## src/rtl/accel_tilt_angles_macros.svh

```systemverilog
// assertion macros for the accelerometer tilt angle block
// expects clk and rst_n in the scope where a macro is used
`ifndef ACCEL_TILT_ANGLES_MACROS_SVH
`define ACCEL_TILT_ANGLES_MACROS_SVH

// same-cycle implication
`define ATA_ASSERT_NOW(label, ante, cons, msg) \
  label: assert property (@(posedge clk) disable iff (!rst_n) (ante) |-> (cons)) \
    else $error(msg);

// next-cycle implication
`define ATA_ASSERT_NEXT(label, ante, cons, msg) \
  label: assert property (@(posedge clk) disable iff (!rst_n) (ante) |=> (cons)) \
    else $error(msg);

`endif

```

## src/rtl/ata_pkg.sv

```systemverilog
// shared types, constants and helper functions for the tilt angle cordic pipeline
// no dependencies
package ata_pkg;

  localparam int AXIS_W    = 16;
  localparam int ROLL_W    = 16;
  localparam int PITCH_W   = 15;
  localparam int GUARD     = 14;
  localparam int XW        = 34;
  localparam int ACC_W     = 27;
  localparam int MAG_W     = 31;
  localparam int GAIN_W    = 30;
  localparam int TABLE_LEN = 24;
  localparam int DEF_STEPS = 16;
  localparam int ATAN_W    = 22;

  localparam int ROLL_LIMIT  = 23040;
  localparam int PITCH_LIMIT = 11520;

  localparam logic signed [ACC_W-1:0] HALF_TURN = ACC_W'(180 * 65536);

  // atan(2^-i) in degrees times 65536
  localparam logic [ATAN_W-1:0] ATAN_DEG16 [TABLE_LEN] = '{
    22'd2949120, 22'd1740967, 22'd919879, 22'd466945, 22'd234379, 22'd117304,
    22'd58666,   22'd29335,   22'd14668,  22'd7334,   22'd3667,   22'd1833,
    22'd917,     22'd458,     22'd229,    22'd115,    22'd57,     22'd29,
    22'd14,      22'd7,       22'd4,      22'd2,      22'd1,      22'd0
  };

  typedef struct packed {
    logic               zero;
    logic [AXIS_W-1:0]  val;
  } side_t;

  typedef struct packed {
    logic signed [XW-1:0]    x;
    logic signed [XW-1:0]    y;
    logic signed [ACC_W-1:0] acc;
    side_t                   side;
  } cordic_t;

  function automatic logic [63:0] isqrt64(input logic [63:0] v_in);
    logic [63:0] v;
    logic [63:0] r;
    logic [63:0] b;
    v = v_in;
    r = '0;
    b = 64'd1 << 62;
    for (int j = 0; j < 32; j++) begin
      if (b > v) b = b >> 2;
    end
    for (int j = 0; j < 32; j++) begin
      if (b != 0) begin
        if (v >= r + b) begin
          v = v - (r + b);
          r = (r >> 1) + b;
        end else begin
          r = r >> 1;
        end
        b = b >> 2;
      end
    end
    return r;
  endfunction

  // inverse cordic gain in q30, evaluated at elaboration
  function automatic logic [GAIN_W-1:0] inv_gain_q30(input int n);
    logic [63:0] ksq;
    logic [63:0] k;
    logic [63:0] rem;
    logic [63:0] quo;
    ksq = 64'd1 << 60;
    for (int i = 0; i < TABLE_LEN; i++) begin
      if (i < n) ksq = ksq + (ksq >> (2 * i));
    end
    k = isqrt64(ksq);
    if (k == 0) k = 64'd1;
    // long division of 2^60 by k
    rem = '0;
    quo = '0;
    for (int b = 60; b >= 0; b--) begin
      rem = {rem[62:0], (b == 60)};
      if (rem >= k) begin
        rem = rem - k;
        quo[b] = 1'b1;
      end
    end
    return quo[GAIN_W-1:0];
  endfunction

  // round half up to 1/128 degree and saturate to +-lim
  function automatic logic signed [ROLL_W-1:0] to_angle(
    input logic signed [ACC_W-1:0] acc,
    input int                      lim
  );
    logic signed [ACC_W:0]   s;
    logic signed [ACC_W-9:0] q;
    logic signed [ACC_W-9:0] lim_s;
    s     = {acc[ACC_W-1], acc} + (ACC_W+1)'(256);
    q     = s[ACC_W:9];
    lim_s = (ACC_W-8)'(lim);
    if (q > lim_s) q = lim_s;
    if (q < -lim_s) q = -lim_s;
    return q[ROLL_W-1:0];
  endfunction

endpackage

```

## src/rtl/ata_out_if.sv

```systemverilog
// result channel of the tilt angle block: roll and pitch in 1/128 degree
// no dependencies
interface ata_out_if;
  logic               valid;
  logic               ready;
  logic signed [15:0] roll_angle;
  logic signed [14:0] pitch_angle;

  modport source (output valid, output roll_angle, output pitch_angle, input ready);
  modport sink   (input valid, input roll_angle, input pitch_angle, output ready);
endinterface

```

## src/rtl/ata_out_stage.sv

```systemverilog
// result register: forms pitch and holds the finished item for the receiver
// depends on ata_pkg and ata_out_if
module ata_out_stage (
  input  logic             clk,
  input  logic             rst_n,
  input  logic             in_valid,
  output logic             in_ready,
  input  ata_pkg::cordic_t in_data,
  ata_out_if.source        out_ch
);
  import ata_pkg::*;

  logic                      valid_r, valid_nxt;
  logic signed [ROLL_W-1:0]  roll_r;
  logic signed [PITCH_W-1:0] pitch_r, pitch_nxt;
  logic signed [ROLL_W-1:0]  pitch_full;

  assign pitch_full = to_angle(in_data.acc, PITCH_LIMIT);
  assign pitch_nxt  = in_data.side.zero ? '0 : pitch_full[PITCH_W-1:0];

  assign in_ready  = !valid_r || out_ch.ready;
  assign valid_nxt = in_ready ? in_valid : valid_r;

  always_ff @(posedge clk) begin
    if (!rst_n) valid_r <= 1'b0;
    else        valid_r <= valid_nxt;
  end

  always_ff @(posedge clk) begin
    if (in_valid && in_ready) begin
      roll_r  <= in_data.side.val;
      pitch_r <= pitch_nxt;
    end
  end

  assign out_ch.valid       = valid_r;
  assign out_ch.roll_angle  = roll_r;
  assign out_ch.pitch_angle = pitch_r;
endmodule

```

## src/flat_wrapper.sv

```systemverilog
// flat-port wrapper written by rule: the top's interface ports become plain ports
module ata_out_stage_flat import ata_pkg::*;
  (clk, rst_n, in_valid, in_ready, in_data, out_ch_valid, out_ch_roll_angle, out_ch_pitch_angle, out_ch_ready);
  ata_out_if out_ch_i ();
  input  logic clk;
  input  logic rst_n;
  input  logic in_valid;
  output logic in_ready;
  input  ata_pkg::cordic_t in_data;
  output wire logic [$bits(out_ch_i.valid)-1:0] out_ch_valid;
  output wire logic [$bits(out_ch_i.roll_angle)-1:0] out_ch_roll_angle;
  output wire logic [$bits(out_ch_i.pitch_angle)-1:0] out_ch_pitch_angle;
  input wire logic [$bits(out_ch_i.ready)-1:0] out_ch_ready;
  assign out_ch_valid = out_ch_i.valid;
  assign out_ch_roll_angle = out_ch_i.roll_angle;
  assign out_ch_pitch_angle = out_ch_i.pitch_angle;
  assign out_ch_i.ready = out_ch_ready;
  ata_out_stage u_core (.clk(clk), .rst_n(rst_n), .in_valid(in_valid), .in_ready(in_ready), .in_data(in_data), .out_ch(out_ch_i));
endmodule
```

## config.mk

```make
export PLATFORM = sky130hd
export DESIGN_NAME = ata_out_stage_flat
export DESIGN_NICKNAME = d
export VERILOG_FILES = /design/src/rtl/accel_tilt_angles_macros.svh /design/src/rtl/ata_pkg.sv /design/src/rtl/ata_out_if.sv /design/src/rtl/ata_out_stage.sv /design/src/flat_wrapper.sv
export SDC_FILE = /design/constraint.sdc
export NUM_CORES = 1
export LEC_CHECK = 0
export ABC_AREA = 1
export BUFFER_PORTS_ARGS = -buffer_cell sky130_fd_sc_hd__buf_2
export CORE_ASPECT_RATIO = 1.4
export CORE_MARGIN = 4
export CORE_UTILIZATION = 40
export DETAILED_ROUTE_END_ITERATION = 10
export PLACE_DENSITY = 0.86
export SLEW_MARGIN = 20
export SYNTH_ARGS = -nofsm -noshare
export SYNTH_HDL_FRONTEND = slang
export SYNTH_SLANG_ARGS = --single-unit
```

## constraint.sdc

```tcl
create_clock -name clk -period 3.2 [get_ports clk]
set_input_delay 0.32 -clock clk [delete_from_list [all_inputs] [get_ports clk]]
set_output_delay 0.32 -clock clk [all_outputs]
set_load 0.01 [all_outputs]
```

# --- Word level (Yosys, flattened, before mapping) ---
# Cells that the tools add are included.
op_classes:
  n_addsub: 1
  order_cmp: 2
  muxes: 2
  reduce_logical: 4
op_table:
  columns: ["op", "count"]
  rows:
  - ["adder 27 x 10 -> 28 bit, second input constant", 1]
  - ["> comparator 19 x 15 -> 1 bit, second input constant", 1]
  - ["less-than comparator 19 x 15 -> 1 bit, second input constant", 1]
  - ["two-way mux 19 bit", 1]
  - ["two-way mux 15 bit", 1]
  - ["OR reduction 2 bit", 1]
  - ["logical AND 1 bit", 1]
  - ["logical NOT 1 bit", 1]
  - ["logical OR 1 bit", 1]
word_totals:
  regBits: 32
  inputBits: 116
  output_inout_bits: 33
  elab_cells: 13

# --- Depth between registers and ports, before layout ---
# Gate-level depths: netlist of the first run.
logic_depth:
  word_depth: 5
  mapped_depth: 19

# --- Worst setup path before layout of the first run ---
# No wires, ideal clock.
synth_path:
  kind: "reg-to-reg"
  start: "reg u_core.valid_r (netlist: u_core.out_ch.valid)"
  end: "reg u_core.pitch_r[0] (netlist: u_core.out_ch.pitch_angle[0]) (enable)"
  setup_ns: 0.429
  t_arrival_ns: 1.911
  path_slack_ns: 0.860
  stages_incl_launch_ff: 2
  n_path_buf: 0
  synth_period_minus_slack_ns: 2.340
  cell_sequence: "dfxtp_1 -> a21oi_1"
synth_via:
  elab_chain_len: 3
synth_lines:
  columns: ["item", "line_no", "rtl"]
  rows:
  - ["from (decl)", "ata_out_stage.sv:13", "logic valid_r, valid_nxt;"]
  - ["from (signal assigned)", "ata_out_stage.sv:26", "else valid_r <= valid_nxt;"]
  - ["logical NOT 1 bit", "ata_out_stage.sv:21", "assign in_ready = !valid_r || out_ch.ready;"]
  - ["logical OR 1 bit", "ata_out_stage.sv:21", null]
  - ["logical AND 1 bit", "ata_out_stage.sv:30", "if (in_valid && in_ready) begin"]
  - ["to (signal assigned)", "ata_out_stage.sv:32", "pitch_r <= pitch_nxt;"]
  - ["to (decl)", "ata_out_stage.sv:15", "logic signed [PITCH_W-1:0] pitch_r, pitch_nxt;"]
# Every way passes these cells.
# A chain may end at the register's enable or synchronous reset.

# --- Final worst setup path of the first run ---
layout_path:
  start: "in in_data[25] in the netlist's numbering"
  end: "reg u_core.pitch_r[13] (netlist: u_core.out_ch.pitch_angle[13]), data pin"
layout_via:
  elab_chain_len: 5
layout_lines:
  columns: ["item", "line_no", "rtl"]
  rows:
  - ["from (decl)", "flat_wrapper.sv:9", "input ata_pkg::cordic_t in_data;"]
  - ["adder 27 x 10 -> 28 bit (*)", "ata_pkg.sv:99", "s = {acc[ACC_W-1], acc} + (ACC_W+1)'(256);"]
  - ["> comparator 19 x 15 -> 1 bit", "ata_pkg.sv:102", "if (q > lim_s) q = lim_s;"]
  - ["two-way mux 19 bit (*)", "ata_pkg.sv:102", null]
  - ["less-than comparator 19 x 15 -> 1 bit", "ata_pkg.sv:103", "if (q < -lim_s) q = -lim_s;"]
  - ["OR reduction 2 bit (no line)", null, null]
# Mark *: on every way between the ends. The rest lies on a longest branch, timed or not.

==> results of run 1 <==
power breakdown:
part,internal [uW],leakage [uW],switching [uW]
Sequential,490,0.000312,5.70
Combinational,59.8,0.000838,101
Clock,231,0.0000552,136
layout make-up:
class / count / share of cell area, %
clock inverters: 2 / 1.44
clock buffers: 6 / 2.98
multi-input cells: 167 / 33.2
well taps: 62 / 3.18
inverters: 33 / 5.08
flip-flops and latches: 32 / 39.0
repair buffers: 73 / 15.1
layer usage:
layer / wire (um) / vias up / GRT usage [%]
met2: 2080 / 72 / 28.4
met3: 442 / 9 / 3.40
met1: 1520 / 780 / 14.1
met4: 108 / 0 / 8.32
li1: - / 912 / -
met5: 0 / - / 0
worst max-delay path, stage by stage:
cell and delay [ns]:
buf_2 0.09, ha_1 0.18, nand3_1 0.14, nor2_1 0.24, nand3_1 0.17, o21ai_0 0.18
nand2_1 0.07, nand2_1 0.07, inv_1 0.04, nand3_1 0.09, nand3_2 0.26, nand2_1 0.13
nor2_1 0.05, nand2_1 0.06, nand2_2 0.08, nand2_2 0.25, nor2_1 0.07
cell usage in the layout, fill, tap and decap left out, drive strengths merged:
master and n:
o21ai 5, clkinv 1, buf 73, inv 33
nand4 7, a21boi 1, o21bai 1, a21oi 4
nand3 23, nor2 43, nand3b 1, nand2 80
ha 1, clkbuf 6, or2 1, edfxtp 31
bufinv 1, dfxtp 1
registers in the layout, indices dropped and copies added, names as in the netlist:
name,cells
u_core.out_ch.roll_angle,16
u_core.out_ch.valid,1
u_core.out_ch.pitch_angle,15
cell families (layout without fill, tap and decap cells):
logic type	after synthesis	in the layout
and+or+nand+nor	155	155
AOI/OAI and AO/OA	11	11
buffers and inverters	35	114
adders and majority gates	1	1
DFF	32	32
metrics by stage:
step                worst slack, ns  hold slack [ns]  utilization, %  cells
detailed placement            0.464            0.499            50.9    367
floorplan                     0.860            0.419               -    234
CTS                           0.769            0.208            53.3    375
finish                        0.748            0.216            53.3    375
global placement              0.516            0.497            50.9    367
global route                  0.495            0.212            53.3    375
how the worst max path moves through the flow:
stage                   startpoint  slack [ns]                            end  cells past startpoint
2_1_floorplan  u_core.out_ch.valid        0.86   u_core.out_ch.pitch_angle[0]                      1
3_3_place_gp           in_data[25]        0.52  u_core.out_ch.pitch_angle[13]                     17
3_5_place_dp           in_data[25]        0.46  u_core.out_ch.pitch_angle[13]                     17
4_1_cts                in_data[25]        0.77  u_core.out_ch.pitch_angle[13]                     17
5_1_grt                in_data[25]        0.50   u_core.out_ch.pitch_angle[7]                     17
6_report               in_data[25]        0.75  u_core.out_ch.pitch_angle[13]                     17
==> impl_metrics.env, run 1 <==
export IMPL_outcome="finished, final reports clean"
export IMPL_grt_pass1_vias=1677
export IMPL_dpl_hpwl_um=3610
export IMPL_hold_path_depth=1
export IMPL_drt_iter0_drc=58
export IMPL_ys_types=24
export IMPL_synth_edff_count=31
export IMPL_synth_top_family_by_area="simple AND/OR/NAND/NOR gates"
export IMPL_skew_ns=0.00272
export IMPL_yosys_area_share_simple_pct=38.4
export IMPL_synth_adder_area_share_pct=0.660
export IMPL_start_util_pct=41.5
export IMPL_grt_setup_unrepaired="no"
export IMPL_ir_drop_uv=248
export IMPL_synth_compound_area_share_pct=3.37
export IMPL_leakagePower_uw=0.00121
export IMPL_cap_violations=0
export IMPL_fmax_mhz=408
export IMPL_synth_area_top_cells="edfxtp_1 (49%), nand2_1 (14%), inv_1 (6.3%)"
export IMPL_min_period_over_period_pct=76.6
export IMPL_syn_area_per_cell_um2=8.10
export IMPL_ctsResizeCount=0
export IMPL_dr_pass1_iters=4
export IMPL_drc_errors=0
export IMPL_yosys_warnings=0
export IMPL_syn_area_mm2=0.00190
export IMPL_hold_viol=0
export IMPL_fin_crit_ns=2.45
export IMPL_r2r_slack_ns=1.70
export IMPL_stdcell_area_mm2=0.00244
export IMPL_wl_per_cell_um=11.1
export IMPL_arrival_ns=2.47
export IMPL_hp_class="input pin to flip-flop"
export IMPL_p_per_area_mw_per_mm2=420
export IMPL_placed_area_mm2=0.00233
export IMPL_fp_dieH_um=89.5
export IMPL_critPathKind="input pin to flip-flop"
export IMPL_syn_num_nets=351
export IMPL_vias=1773
export IMPL_grt_overflow_total=0
export IMPL_synthMuxAreaShare_pct=0
export IMPL_grt_usage_pct=14.8
export IMPL_synth_common_cells="nand2_1 (73), inv_1 (32), edfxtp_1 (31)"
export IMPL_h_tree_depth=2
export IMPL_ys_ff_latch=32
export IMPL_placement_io_buffers=72
export IMPL_die_area_mm2=0.00592
export IMPL_area_growth_pct=28.5
export IMPL_rows=29
export IMPL_ioPinCount=149
export IMPL_drive_above_1_share_pct=34.2
export IMPL_clock_sinks=32
export IMPL_power_uw=1020
export IMPL_r2r_end="u_core.out_ch.roll_angle[1]"
export IMPL_nets=429
export IMPL_grt_start_max_net_pins=22
export IMPL_tightest_slew_ns=0.557
export IMPL_antenna_found_initial=0
export IMPL_synth_most_common_cell="nand2_1"
export IMPL_ys_flop_type="edfxtp_1"
export IMPL_final_setup_tns_ns=0
export IMPL_drv_slew=0
export IMPL_cp_start_kind="input pin"
export IMPL_cts_setup_buffers=0
export IMPL_clk_pin_slew_worst_paths_ns=0.06
export IMPL_reg2reg_from="u_core.out_ch.valid"
export IMPL_critPathMaxFanout=16
export IMPL_diodes=0
export IMPL_synth_top_area_share_pct=49.1
export IMPL_cts_buffer_depth=2
export IMPL_worst_r2r_path_depth=2
export IMPL_hp_start="in_data[8]"
export IMPL_cp_required_ns=3.22
export IMPL_grt_first_pass_wirelength_um=6780
export IMPL_slew_headroom_pct=62.9
export IMPL_cp_end_kind="flip-flop"
export IMPL_synthArstFlopShare_pct=0
export IMPL_cts_hold_buf=0
export IMPL_clock_latency_ns=0.27
export IMPL_viasPerCell=4.73
export IMPL_cts_inserted_buffers=5
export IMPL_fillers=428
export IMPL_min_to="u_core.out_ch.roll_angle[8]"
export IMPL_cts_root_buf="clkbuf_8"
export IMPL_synth_xor_area_share_pct=0
export IMPL_regArea_um2=951
export IMPL_setup_viol=0
export IMPL_yosysTopAreaCell="edfxtp_1"
export IMPL_gp_congestion=0.822
export IMPL_die_w_um=66.2
export IMPL_multiInputGateArea_um2=808
export IMPL_wl_um=4160
export IMPL_ys_seq_area_share_pct=50.2
export IMPL_synthCells=234
export IMPL_cts_tree="built"
export IMPL_ant_nets=0
export IMPL_fp_coreArea_mm2=0.00457
Note: power is estimated with default switching activity, not from simulation.
==> run 2, diff against run 1 <==
Clock period 3.2 ns to 2.5 ns, I/O delays scaled along.
==> impl_metrics.env, run 2 (synthesized netlist as in run 1, its figures left out) <==
export IMPL_gp_congestion=0.830
export IMPL_placement_io_buffers=72
export IMPL_hp_class="input pin to flip-flop"
export IMPL_fp_coreArea_mm2=0.00457
export IMPL_cts_buffer_depth=2
export IMPL_clock_power_share_pct=35.8
export IMPL_grt_pass1_vias=1672
export IMPL_worst_r2r_path_depth=2
export IMPL_clock_latency_ns=0.28
export IMPL_viasPerCell=4.60
export IMPL_wl_um=4140
export IMPL_skew_ns=0.00234
export IMPL_min_period_over_period_pct=85.9
export IMPL_die_area_mm2=0.00592
export IMPL_cts_tree="built"
export IMPL_leakagePower_uw=0.00121
export IMPL_cts_setup_buffers=0
export IMPL_wl_per_cell_um=11.0
export IMPL_drv_slew=0
export IMPL_outcome="finished, final reports clean"
export IMPL_start_util_pct=41.5
export IMPL_hold_path_depth=1
export IMPL_tightest_slew_ns=0.659
export IMPL_rows=29
export IMPL_cp_start_kind="input pin"
export IMPL_hold_viol=0
export IMPL_grt_start_max_net_pins=22
export IMPL_crit_slowest_cell="nand2_2"
export IMPL_critPathKind="input pin to flip-flop"
export IMPL_dr_pass1_iters=4
export IMPL_place_inst=368
export IMPL_ir_drop_uv=234
export IMPL_power_frac_comb_pct=15.9
export IMPL_setup_viol=0
export IMPL_cp_required_ns=2.53
export IMPL_ant_nets=0
export IMPL_nets=430
export IMPL_die_w_um=66.2
export IMPL_cts_inserted_buffers=5
export IMPL_worstPathCellList="buf_2, ha_1, nand3_1, nor2_1, nand3_1, o21ai_0, nand2_1, nand2_1, inv_1, nand3_1, nand3_2, nand2_1, nor2_1, nand2_1, nand2_2, nand2_2, nor2_1"
export IMPL_drc_errors=0
export IMPL_final_setup_tns_ns=0
export IMPL_ctsResizeCount=0
export IMPL_grt_setup_unrepaired="no"
export IMPL_antenna_found_initial=0
export IMPL_drive_above_1_share_pct=34.4
export IMPL_clock_sinks=32
export IMPL_critPathMaxFanout=11
export IMPL_hold_ws_ns=0.142
export IMPL_slew_headroom_pct=56.1
export IMPL_fillers=448
export IMPL_p_sw_uw=312
export IMPL_largest_reg_flops=16
export IMPL_grt_usage_pct=15.1
export IMPL_dpl_hpwl_um=3560
export IMPL_cts_hold_buf=0
export IMPL_clk_pin_slew_worst_paths_ns=0.06
export IMPL_diodes=0
export IMPL_fin_crit_ns=2.15
export IMPL_p_per_area_mw_per_mm2=535
export IMPL_arrival_ns=2.17
export IMPL_ioPinCount=149
export IMPL_mostFrequentLayoutCell="nand2_1"
export IMPL_fmax_mhz=465
export IMPL_drt_iter0_drc=41
export IMPL_grt_overflow_total=0
export IMPL_power_share_switching_pct=23.7
export IMPL_cpPeakStageDelay_ns=0.25
export IMPL_layout_cells_non_filler=376
export IMPL_cp_end_kind="flip-flop"
export IMPL_cts_root_buf="clkbuf_8"
export IMPL_seqPwrFrac_pct=48.2
export IMPL_vias=1728
export IMPL_final_cell_mix="nand2_1 (73), buf_2 (72), inv_1 (32), edfxtp_1 (31), nor2_1 (29)"
export IMPL_cap_violations=0
export IMPL_p_int_uw=1000
export IMPL_h_tree_depth=2
export IMPL_power_uw=1310
export IMPL_crit_path_frequent_cell="nand2_1"
export IMPL_area_growth_pct=29.6
export IMPL_fp_dieH_um=89.5
export IMPL_grt_first_pass_wirelength_um=6890
-- run 2: cell count changes in the layout (fill, tap and decap cells not counted), sizes merged --
| cell | delta |
|---|---|
| buf | +1 |
-- run 2: stage by stage --
step                utilization, %  setup WS, ns  instance area (um2)
floorplan                        -         0.160                 1900
global placement              51.4         0.123                 2350
detailed placement            51.4        0.0573                 2350
CTS                           53.7         0.352                 2460
global route                  53.7         0.122                 2460
finish                        53.7         0.352                 2460
-- run 2: final timing paths --
path | from | to | slack (ns)
worst max register to register | u_core.out_ch.valid | u_core.out_ch.roll_angle[10] | 1.09
worst max-delay path | in_data[25] | u_core.out_ch.pitch_angle[13] | 0.35
worst min-delay path | in_data[4] | u_core.out_ch.roll_angle[4] | 0.14
worst min register to register | u_core.out_ch.valid | u_core.out_ch.valid | 0.54
-- run 2: per-layer routing --
metal	track usage [%]	part of all wire [%]	up-vias
li1	-	-	910
met1	14.0	35	729
met2	27.8	49	77
met3	5.53	13	12
met4	8.50	3.5	0
met5	0	0	-
-- run 2: critical path, delay by kind of cell --
family,cells,cell delay (ns)
adders and majority gates,1,0.18
buffers and inverters,2,0.14
and+or+nand+nor,13,1.43
AOI/OAI and AO/OA,1,0.18
-- run 2: final cells by class --
cell class / count / area, um2 / share of cell area (%)
sequential: 32 / 951 / 38.7
multi-input combinational: 167 / 808 / 32.9
tap: 62 / 77.6 / 3.16
clock inverter: 2 / 35.0 / 1.43
clock buffer: 6 / 72.6 / 2.95
timing repair buffer: 74 / 388 / 15.8
inverter: 33 / 124 / 5.04
-- run 2: power groups by stage --
stage	clock network, uW	logic [uW]	registers, uW
6_report	471	209	634
5_1_grt	511	237	636
4_1_cts	484	212	635
3_5_place_dp	0	211	646
3_3_place_gp	0	204	645
2_1_floorplan	0	97.8	666
